===== src/rtl/char_lcd_expander_sequencer_macros.svh =====
// ----------------------------------------------------------------------------
// Character LCD expander sequencer: assertion macros
// Shared property forms for the checks at the end of the top level.
// ----------------------------------------------------------------------------
`ifndef CHAR_LCD_EXPANDER_SEQUENCER_MACROS_SVH
`define CHAR_LCD_EXPANDER_SEQUENCER_MACROS_SVH

// Same-cycle implication, sampled on clk, off while arst_n is low.
`define CLCD_ASSERT_SAME(label, ante, cons, msg) \
	label: assert property (@(posedge clk) disable iff (!arst_n) (ante) |-> (cons)) \
		else $error(msg);

// Next-cycle implication, sampled on clk, off while arst_n is low.
`define CLCD_ASSERT_NEXT(label, ante, cons, msg) \
	label: assert property (@(posedge clk) disable iff (!arst_n) (ante) |=> (cons)) \
		else $error(msg);

`endif


===== src/rtl/clcd_pkg.sv =====
// ----------------------------------------------------------------------------
// Character LCD expander sequencer package
// Types, command codes, register indexes and the init byte table.
// ----------------------------------------------------------------------------
package clcd_pkg;

	typedef enum logic [2:0] {
		CMD_INSTR  = 3'd0,
		CMD_CHAR   = 3'd1,
		CMD_CURSOR = 3'd2,
		CMD_GLYPH  = 3'd3,
		CMD_INIT   = 3'd4
	} clcd_cmd_t;

	typedef enum logic [1:0] {
		REG_BACKLIGHT  = 2'd0,
		REG_ENABLE     = 2'd1,
		REG_DATA_SEL   = 2'd2,
		REG_CMD_SEL    = 2'd3
	} clcd_reg_t;

	typedef enum logic {
		ST_IDLE = 1'b0,
		ST_RUN  = 1'b1
	} clcd_state_t;

	// Write phases within one nibble.
	typedef enum logic [1:0] {
		PH_SETUP  = 2'd0,
		PH_STROBE = 2'd1,
		PH_HOLD   = 2'd2
	} clcd_phase_t;

	typedef struct packed {
		logic load;     // latch the input word and restart the counters
		logic advance;  // produce the next expander word
	} clcd_ctrl_t;

	typedef struct packed {
		logic has_output; // the offered input word causes at least one write
		logic final_word; // the word about to be produced is the last one
		logic out_valid;  // output register holds a word
	} clcd_stat_t;

	localparam logic [7:0] ROW1_ADDR   = 8'h80;
	localparam logic [7:0] ROW2_ADDR   = 8'hC0;
	localparam logic [7:0] CGRAM_BASE  = 8'h40;
	localparam logic [2:0] INIT_LAST   = 3'd5;

	localparam logic [7:0] RST_BACKLIGHT = 8'h08;
	localparam logic [7:0] RST_ENABLE    = 8'h04;
	localparam logic [7:0] RST_DATA_SEL  = 8'h01;
	localparam logic [7:0] RST_CMD_SEL   = 8'h00;

	function automatic logic [7:0] init_byte(input logic [2:0] idx);
		logic [7:0] b;
		case (idx)
			3'd0: b = 8'h33;
			3'd1: b = 8'h32;
			3'd2: b = 8'h06;
			3'd3: b = 8'h0C;
			3'd4: b = 8'h28;
			3'd5: b = 8'h01;
			default: b = 8'h00;
		endcase
		return b;
	endfunction

endpackage


===== src/rtl/char_lcd_expander_sequencer.sv =====
// ----------------------------------------------------------------------------
// Character LCD expander sequencer (top level)
// Expands LCD operations into port expander writes for a 4-bit HD44780 bus.
// ----------------------------------------------------------------------------
// Each accepted operation word becomes a stream of expander bytes, one output
// word per clock while the output side does not stall. A byte goes out high
// nibble first; each nibble is three writes (setup, enable high, enable low),
// so instruction, character, cursor and glyph operations give six writes and
// init gives thirty-six. An operation is first accepted, then its writes follow.
// The write pace is set by the single output register, which the sequencer
// refills once per cycle while the output side does not stall. The next
// operation is accepted in the cycle after the final write is loaded, so the
// last word may still be waiting while a new operation comes in. Glyph select
// with an index of eight or more, and unused command codes, are accepted and
// produce nothing. The final write of an operation carries last. Mask
// registers are sampled live and must only be written while the block is idle.
// ----------------------------------------------------------------------------
module char_lcd_expander_sequencer
	import clcd_pkg::*;
(
	input  logic       clk,
	input  logic       arst_n,
	// Configuration write port.
	input  logic       cfg_we,
	input  logic [1:0] cfg_index,
	input  logic [7:0] cfg_data,
	// Operation channel.
	input  logic       in_valid,
	output logic       in_stall,
	input  logic [2:0] command,
	input  logic [7:0] value,
	input  logic [1:0] row,
	input  logic [7:0] column,
	input  logic [3:0] glyph_index,
	// Expander word channel.
	output logic       out_valid,
	input  logic       out_stall,
	output logic [7:0] expander_byte,
	output logic       last
);

	`include "char_lcd_expander_sequencer_macros.svh"

	clcd_ctrl_t ctrl;
	clcd_stat_t stat;

	// The controller decides when to take an operation and when to step.
	clcd_ctrl u_ctrl (
		.clk       (clk),
		.arst_n    (arst_n),
		.in_valid  (in_valid),
		.in_stall  (in_stall),
		.out_stall (out_stall),
		.stat      (stat),
		.ctrl      (ctrl)
	);

	// The datapath holds the masks, the current byte and the output register.
	clcd_dp u_dp (
		.clk           (clk),
		.arst_n        (arst_n),
		.cfg_we        (cfg_we),
		.cfg_index     (cfg_index),
		.cfg_data      (cfg_data),
		.command       (command),
		.value         (value),
		.row           (row),
		.column        (column),
		.glyph_index   (glyph_index),
		.out_stall     (out_stall),
		.ctrl          (ctrl),
		.stat          (stat),
		.expander_byte (expander_byte),
		.last          (last)
	);

	assign out_valid = stat.out_valid;

	// An operation that writes something blocks the input until its final word is loaded.
	`CLCD_ASSERT_NEXT(a_busy_after_accept, in_valid && !in_stall && stat.has_output, in_stall, "input not held off after accepting a writing operation")
	// The final word of an operation releases the input on the next cycle.
	`CLCD_ASSERT_NEXT(a_idle_after_final, ctrl.advance && stat.final_word, !in_stall && out_valid && last, "final word did not end the sequence")
	// No word is produced while the input side is open.
	`CLCD_ASSERT_SAME(a_no_step_when_idle, !in_stall, !ctrl.advance, "word produced while idle")

endmodule


===== src/rtl/clcd_ctrl.sv =====
// ----------------------------------------------------------------------------
// Character LCD expander sequencer: controller
// Two-state machine that accepts an operation and paces the word stream.
// ----------------------------------------------------------------------------
module clcd_ctrl
	import clcd_pkg::*;
(
	input  logic       clk,
	input  logic       arst_n,
	input  logic       in_valid,
	output logic       in_stall,
	input  logic       out_stall,
	input  clcd_stat_t stat,
	output clcd_ctrl_t ctrl
);

	clcd_state_t state_q;
	clcd_state_t state_d;

	always_ff @(posedge clk or negedge arst_n) begin
		if (!arst_n) begin
			state_q <= ST_IDLE;
		end else begin
			state_q <= state_d;
		end
	end

	always_comb begin
		state_d      = state_q;
		ctrl.load    = 1'b0;
		ctrl.advance = 1'b0;
		in_stall     = 1'b1;
		case (state_q)
			ST_IDLE: begin
				in_stall  = 1'b0;
				ctrl.load = in_valid;
				if (in_valid && stat.has_output) begin
					state_d = ST_RUN;
				end
			end
			ST_RUN: begin
				ctrl.advance = !stat.out_valid || !out_stall;
				if (ctrl.advance && stat.final_word) begin
					state_d = ST_IDLE;
				end
			end
			default: begin
				state_d = ST_IDLE;
			end
		endcase
	end

endmodule


===== src/rtl/clcd_dp.sv =====
// ----------------------------------------------------------------------------
// Character LCD expander sequencer: datapath
// Mask registers, latched byte, nibble and phase counters, output register.
// ----------------------------------------------------------------------------
module clcd_dp
	import clcd_pkg::*;
(
	input  logic       clk,
	input  logic       arst_n,
	input  logic       cfg_we,
	input  logic [1:0] cfg_index,
	input  logic [7:0] cfg_data,
	input  logic [2:0] command,
	input  logic [7:0] value,
	input  logic [1:0] row,
	input  logic [7:0] column,
	input  logic [3:0] glyph_index,
	input  logic       out_stall,
	input  clcd_ctrl_t ctrl,
	output clcd_stat_t stat,
	output logic [7:0] expander_byte,
	output logic       last
);

	logic [7:0]  backlight_q;
	logic [7:0]  enable_q;
	logic [7:0]  data_sel_q;
	logic [7:0]  cmd_sel_q;

	logic [7:0]  byte_q;
	logic        use_data_q;
	logic        init_q;
	logic [2:0]  byte_idx_q;
	logic        low_nib_q;
	clcd_phase_t phase_q;

	logic [7:0]  out_byte_q;
	logic        out_last_q;
	logic        out_valid_q;

	logic [7:0]  load_byte;
	logic        has_output;
	logic [7:0]  cur_byte;
	logic [3:0]  nibble;
	logic [7:0]  pattern;
	logic [7:0]  word;

	// Configuration registers.
	always_ff @(posedge clk or negedge arst_n) begin
		if (!arst_n) begin
			backlight_q <= RST_BACKLIGHT;
			enable_q    <= RST_ENABLE;
			data_sel_q  <= RST_DATA_SEL;
			cmd_sel_q   <= RST_CMD_SEL;
		end else if (cfg_we) begin
			case (clcd_reg_t'(cfg_index))
				REG_BACKLIGHT: backlight_q <= cfg_data;
				REG_ENABLE:    enable_q    <= cfg_data;
				REG_DATA_SEL:  data_sel_q  <= cfg_data;
				REG_CMD_SEL:   cmd_sel_q   <= cfg_data;
				default: ;
			endcase
		end
	end

	// Byte for a single-byte operation, and whether the operation writes at all.
	always_comb begin
		load_byte  = value;
		has_output = 1'b1;
		case (clcd_cmd_t'(command))
			CMD_INSTR, CMD_CHAR: load_byte = value;
			CMD_CURSOR: begin
				if (row == 2'd1) begin
					load_byte = ROW1_ADDR | {4'h0, column[3:0]};
				end else if (row == 2'd2) begin
					load_byte = ROW2_ADDR | {4'h0, column[3:0]};
				end else begin
					load_byte = 8'h00;
				end
			end
			CMD_GLYPH: begin
				load_byte  = CGRAM_BASE | {2'b00, glyph_index[2:0], 3'b000};
				has_output = !glyph_index[3];
			end
			CMD_INIT: load_byte = 8'h00;
			default: has_output = 1'b0;
		endcase
	end

	always_comb begin
		cur_byte = init_q ? init_byte(byte_idx_q) : byte_q;
		nibble   = low_nib_q ? cur_byte[3:0] : cur_byte[7:4];
		pattern  = {nibble, 4'h0} | backlight_q | (use_data_q ? data_sel_q : cmd_sel_q);
		case (phase_q)
			PH_SETUP:  word = pattern;
			PH_STROBE: word = pattern | enable_q;
			PH_HOLD:   word = pattern & ~enable_q;
			default:   word = pattern;
		endcase
		stat.has_output = has_output;
		stat.final_word = (phase_q == PH_HOLD) && low_nib_q
			&& (!init_q || (byte_idx_q == INIT_LAST));
		stat.out_valid  = out_valid_q;
	end

	// Sequence counters: phase inside a nibble, nibble, byte of the init run.
	always_ff @(posedge clk or negedge arst_n) begin
		if (!arst_n) begin
			init_q     <= 1'b0;
			use_data_q <= 1'b0;
			byte_idx_q <= 3'd0;
			low_nib_q  <= 1'b0;
			phase_q    <= PH_SETUP;
		end else if (ctrl.load) begin
			init_q     <= clcd_cmd_t'(command) == CMD_INIT;
			use_data_q <= clcd_cmd_t'(command) == CMD_CHAR;
			byte_idx_q <= 3'd0;
			low_nib_q  <= 1'b0;
			phase_q    <= PH_SETUP;
		end else if (ctrl.advance) begin
			case (phase_q)
				PH_SETUP:  phase_q <= PH_STROBE;
				PH_STROBE: phase_q <= PH_HOLD;
				default: begin
					phase_q   <= PH_SETUP;
					low_nib_q <= !low_nib_q;
					if (low_nib_q) begin
						byte_idx_q <= byte_idx_q + 3'd1;
					end
				end
			endcase
		end
	end

	always_ff @(posedge clk) begin
		if (ctrl.load) begin
			byte_q <= load_byte;
		end
	end

	always_ff @(posedge clk or negedge arst_n) begin
		if (!arst_n) begin
			out_valid_q <= 1'b0;
		end else if (ctrl.advance) begin
			out_valid_q <= 1'b1;
		end else if (!out_stall) begin
			out_valid_q <= 1'b0;
		end
	end

	always_ff @(posedge clk) begin
		if (ctrl.advance) begin
			out_byte_q <= word;
			out_last_q <= stat.final_word;
		end
	end

	assign expander_byte = out_byte_q;
	assign last          = out_last_q;

endmodule


===== config.mk =====
export PLATFORM = sky130hd
export DESIGN_NAME = char_lcd_expander_sequencer
export DESIGN_NICKNAME = d
export VERILOG_FILES = /design/src/rtl/clcd_pkg.sv /design/src/rtl/char_lcd_expander_sequencer.sv /design/src/rtl/clcd_ctrl.sv /design/src/rtl/clcd_dp.sv
export VERILOG_INCLUDE_DIRS = /design/src /design/src/rtl
export SDC_FILE = /design/constraint.sdc
export NUM_CORES = 1
export LEC_CHECK = 0
export BUFFER_PORTS_ARGS = -buffer_cell sky130_fd_sc_hd__clkbuf_2
export CORE_MARGIN = 2
export CORE_UTILIZATION = 45
export DETAILED_ROUTE_END_ITERATION = 10
export PLACE_DENSITY_LB_ADDON = 0.25
export RECOVER_POWER = 25
export SLEW_MARGIN = 40
export SYNTH_ARGS = -nofsm -noshare
export SYNTH_HDL_FRONTEND = slang
export SYNTH_HIERARCHICAL = 1
export SYNTH_SLANG_ARGS = --single-unit

===== constraint.sdc =====
create_clock -name clk -period 5.8 [get_ports clk]
set_input_delay 1.16 -clock clk [delete_from_list [all_inputs] [get_ports clk]]
set_output_delay 1.16 -clock clk [all_outputs]
set_load 0.02 [all_outputs]

; After elaboration in Yosys (flattened, before gate mapping)
; Cells that the tools add are included.
[classes]
addsub = 1
n_eq_ne = 18
mux = 27
n_bitwise = 6
reduce_logical = 25
[ops]
columns = cell, n
row1 = 6-bit one-hot mux with 6 select lines, 1
row2 = 8-bit two-way mux, 4
row3 = 8-bit OR, 3
row4 = 8-bit one-hot mux with 3 select lines, 1
row5 = 8-bit one-hot mux with 2 select lines, 1
row6 = 3-bit by 2-bit equality test with 1-bit output (second input constant), 4
row7 = 3-bit two-way mux, 4
row8 = 1-bit two-way mux, 10
row9 = 2-bit AND reduction, 5
row10 = 3-bit equality test (second input constant), 3
row11 = 8-bit bitwise AND, 1
row12 = 2-bit equality test (second input constant), 4
row13 = 8-bit inverter, 1
row14 = 2-bit by 1-bit equality test with 1-bit output (second input constant), 3
row15 = 3-bit by 1-bit equality test with 1-bit output (second input constant), 2
row16 = 3-bit logical NOT, 2
row17 = 1-bit logical NOT, 5
row18 = 1-bit logical AND, 4
row19 = 2-bit logical NOT, 2
row20 = 2-bit two-way mux, 2
row21 = 4-bit two-way mux, 1
row22 = 2-bit by 1-bit != test with 1-bit output (second input constant), 2
row23 = 1-bit one-hot mux with 2 select lines, 2
row24 = 2-bit one-hot mux with 2 select lines, 1
row25 = 7 further kinds, 9
[word_totals]
regBits = 59
input_bits = 40
output_inout_bits = 11

; Depth between registers and ports, before layout
[depth]
word_depth = 8
ltp_mapped = 6

; Hierarchy
; Netlist, hierarchy kept.
[by_module_without_submodules]
columns = module, instances, cells_per_inst, area_each_um2
row1 = clcd_dp, 1, 230, 2907.8
row2 = clcd_ctrl, 1, 6, 53.8

; Worst setup path after synthesis
; OpenSTA, ideal clock, no wires.
[synth_path]
kind = input to register
start = in in_valid
end = reg u_dp.init_q
setup_time_ps = 125
arrival_time_ps = 2270
required_time_ps = 5675
path_slack_ps = 3405
path_stages = 3
path_cell_list = nor2b_1 > clkbuf_1 > mux2_2
[synth_via]
elab_chain_len = 1
[synth_lines]
columns = element, line
row1 = from (decl), char_lcd_expander_sequencer.sv:28  ; input logic in_valid,
row2 = 1-bit two-way mux, clcd_ctrl.sv:33  ; case (state_q)
row3 = to (signal assigned), clcd_dp.sv:109  ; init_q <= 1'b0;
row4 = to (signal assigned), clcd_dp.sv:115  ; init_q <= clcd_cmd_t'(command) == CMD_INIT;
row5 = to (decl), clcd_dp.sv:32  ; logic init_q;
; No other way between the ends.
; A chain may end at the register's enable or synchronous reset.

==> flow_summary.ini <==
[critical_path]
reg2reg_from = u_dp/byte_idx_q[0]$_DFFE_PN0P_
worstPathCellList = clkbuf_1
startpoint_type = primary input
critPathLaunch = arst_n
slowest_stage = clkbuf_1
cp_top_family = buffers and inverters
criticalPathCategory = in -> async
path_buf_inv = 1
critical_path.max_stage_delay_ns = 1.59
endpoint_kind = async pin
crit_fanout = 42
cp.required_ns = 5.77
arrival_ns = 2.79

[clocking]
post_cts_buffers = 0
clkSinkCount = 59
ctsResizeCount = 0
cts_made_buffers = 9
cts_tree = yes
hold_buffers = 0
cts_max_path_buffers = 2
htreeDepth = 3
clkTransAtPathRegs_ns = 0.06
cts_root_buf = clkbuf_8
clk_latency_ns = 0.34

[synth]
ys_warn_count = 6
yosysSeqAreaShare_pct = 52.9
post-synth-top-area-cell = dfrtp_1
netlist_instances = 236
ys_ff_latch = 59
ys.flop_type = dfrtp_1
synth_edf_count = 17
yosysUniqueCellTypes = 45
syn_area_per_cell_sq_um = 12.5
synth_top_cells_by_area = dfrtp_1 (33%), edfxtp_1 (17%), mux2_2 (14%), ha_1 (4.6%), mux2i_1 (4.1%)
synth_top_area_share_pct = 33.0
netlist_area_sq_um = 2960
synthArstFlopShare_pct = 71.2
mappedNetlistNets = 287

[floorplanning]
ios = 51
die_area_sq_um = 7250
rows = 29
chipWidth_microns = 85.1
design.core.area_sq_um = 6350
fp.dieH_microns = 85.1
start_util_pct = 46.6

[worst_hold_path]
hold_path_class = reg -> reg
holdCritStartpoint = u_dp/cmd_sel_q[5]$_DFFE_PN0P_

[sta]
setup_ws_ns = 2.98
min_period_ns = 2.82
fmax_mhz = 355
tightest_slew_ns = 2.29
rsz0062_at_grt = false
hold_violations = 0
post-route-period-util_pct = 48.6
finalSetupViolCount = 0
slew_headroom_pct = -52.9
tns_ns = 0
clock_skew_ns = 0.0109
slew_viol_final = 43

[grt]
grt_max_degree = 43
grt_usage_pct = 17.0
grt_pass1_vias = 1908
grt.overflow.total = 0
antenna_found_initial = 0
grt_pass1_wl_mm = 9.36

[power]
peakVddDrop_mv = 0.330
powerDensity_nw_per_um2 = 450
p_leak_nw = 1.49

[finish]
drive_gt1_share_pct = 36.9
num-fill-cells = 560
layout.nets = 336
antenna_cells = 0
final_util_pct = 53.9
fin_cells = 367
area_delta_synth_final_pct = 15.5

[placed_design]
post-place-ws_ns = 3.28
io_buffers = 46
hpwl_mm = 4.04
globalplace.congestion = 0.771
dpl.cell_count = 351

[detailed_routing]
remaining_drc_errors = 0
ant_nets = 0
drt_pass1_iterations = 4
drt-total-wl_mm = 5.77
wl_per_cell_microns = 15.7
viasPerCell = 5.41
dr.first_iter.drc_count = 119
vias = 1984

[outcome]
violations = capacitance limit, slew limit
outcome = finished with violations

[job]
cap_viol_max_count = 1
==> logic make-up after synthesis <==
logic type      count (synthesis)  share of synthesized area (%)
flops                          59                           52.9
mux                            51                           19.3
simple gates                   47                           8.66
compound gates                 44                           10.7
buf+inv                        21                           3.00
fa+ha+maj                      11                           4.65
xor+xnor                        3                          0.887
==> where the power goes <==
group | internal (mW) | leakage [nW] | switching, mW
clock network | 0.164 | 0.0894 | 0.155
logic | 0.254 | 0.741 | 0.299
registers | 0.569 | 0.657 | 0.0990
==> worst paths after layout <==
| kind | end | slack [ns] | cells past startpoint |
|---|---|---|---|
| setup reg to reg | u_dp/expander_byte[5]$_DFFE_PP_ | 3.80 | 5 |
| hold / removal | u_dp/cmd_sel_q[5]$_DFFE_PN0P_ | 0.50 | 1 |
| max in group clk | u_dp/byte_q[3]$_DFFE_PP_ | 3.63 | 6 |
| setup / recovery | u_dp/backlight_q[6]$_DFFE_PN0P_ | 2.98 | 1 |
| hold reg to reg | u_dp/cmd_sel_q[5]$_DFFE_PN0P_ | 0.50 | 1 |
| min in group asynchronous | u_dp/out_valid_q$_DFFE_PN0P_ | 1.50 | 1 |
==> stage by stage <==
step           instance area [sq um]  power [mW]  hold slack, ns
6_report                        3420        1.54           0.504
5_1_grt                         3420        1.64           0.525
4_1_cts                         3420        1.55           0.506
3_5_place_dp                    3250        1.23           0.490
3_3_place_gp                    3250        1.21           0.483
2_1_floorplan                   2960        1.07           0.455
==> cells in the mapped netlist, drive strengths merged, types with 2 or more instances <==
cell	instances
nor2	15
a21oi	9
dfrtp	39
nand2	9
o22a	2
edfxtp	17
nor4b	2
nand3b	3
nand2b	3
nand3	2
xnor2	2
mux2	38
nor3	3
dfstp	3
a21o	2
a31oi	2
nor3b	2
nor2b	4
a211oi	5
ha	11
mux2i	12
o21a	4
clkbuf	5
a22oi	4
o22ai	4
a22o	4
inv	12
buf	4
==> flip-flops by register name (all words and copies together) (netlist names) <==
signal	count
u_dp/byte_idx_q	3
u_dp/out_valid_q	1
u_dp/init_q	1
u_dp/enable_q	8
u_dp/last	1
u_dp/backlight_q	8
u_dp/byte_q	8
u_dp/expander_byte	8
u_dp/data_sel_q	8
u_dp/phase_q	2
u_dp/use_data_q	1
u_dp/low_nib_q	1
u_dp/cmd_sel_q	8
u_ctrl/state_q	1
==> final cells by class <==
type                    instances  area (sq um)  share of cell area (%)
multi-input cells             156          1310                    38.2
well taps                      77          96.3                    2.82
flip-flops and latches         59          1570                    45.8
inverters                      12          45.0                    1.32
repair buffers                 47           236                    6.91
clock buffers                  11           141                    4.13
clock inverters                 5          28.8                   0.841
==> cell usage in the layout (no fill, tap or decap), types with 3 or more instances in the layout <==
| cell | count |
|---|---|
| clkbuf_2 | 45 |
| dfrtp_1 | 39 |
| mux2_2 | 38 |
| edfxtp_1 | 17 |
| nor2_1 | 15 |
| inv_1 | 12 |
| mux2i_1 | 12 |
| ha_1 | 11 |
| clkbuf_8 | 10 |
| nand2_1 | 9 |
| a21oi_1 | 9 |
| a211oi_1 | 5 |
| a22o_1 | 4 |
| a22oi_1 | 4 |
| o21a_1 | 4 |
| o22ai_1 | 4 |
| clkinv_2 | 3 |
| nor2b_1 | 3 |
| nand2b_1 | 3 |
| nor3_1 | 3 |
| nand3b_1 | 3 |
| dfstp_2 | 3 |
==> routing by layer <==
layer / wire [microns] / track usage [%] / vias up
met5: 0 / 0 / -
met4: 105 / 8.23 / 0
met3: 161 / 3.60 / 10
met2: 2750 / 26.1 / 34
met1: 2760 / 23.1 / 967
li1: - / - / 973
No activity file was read; power rests on OpenSTA's default activity.
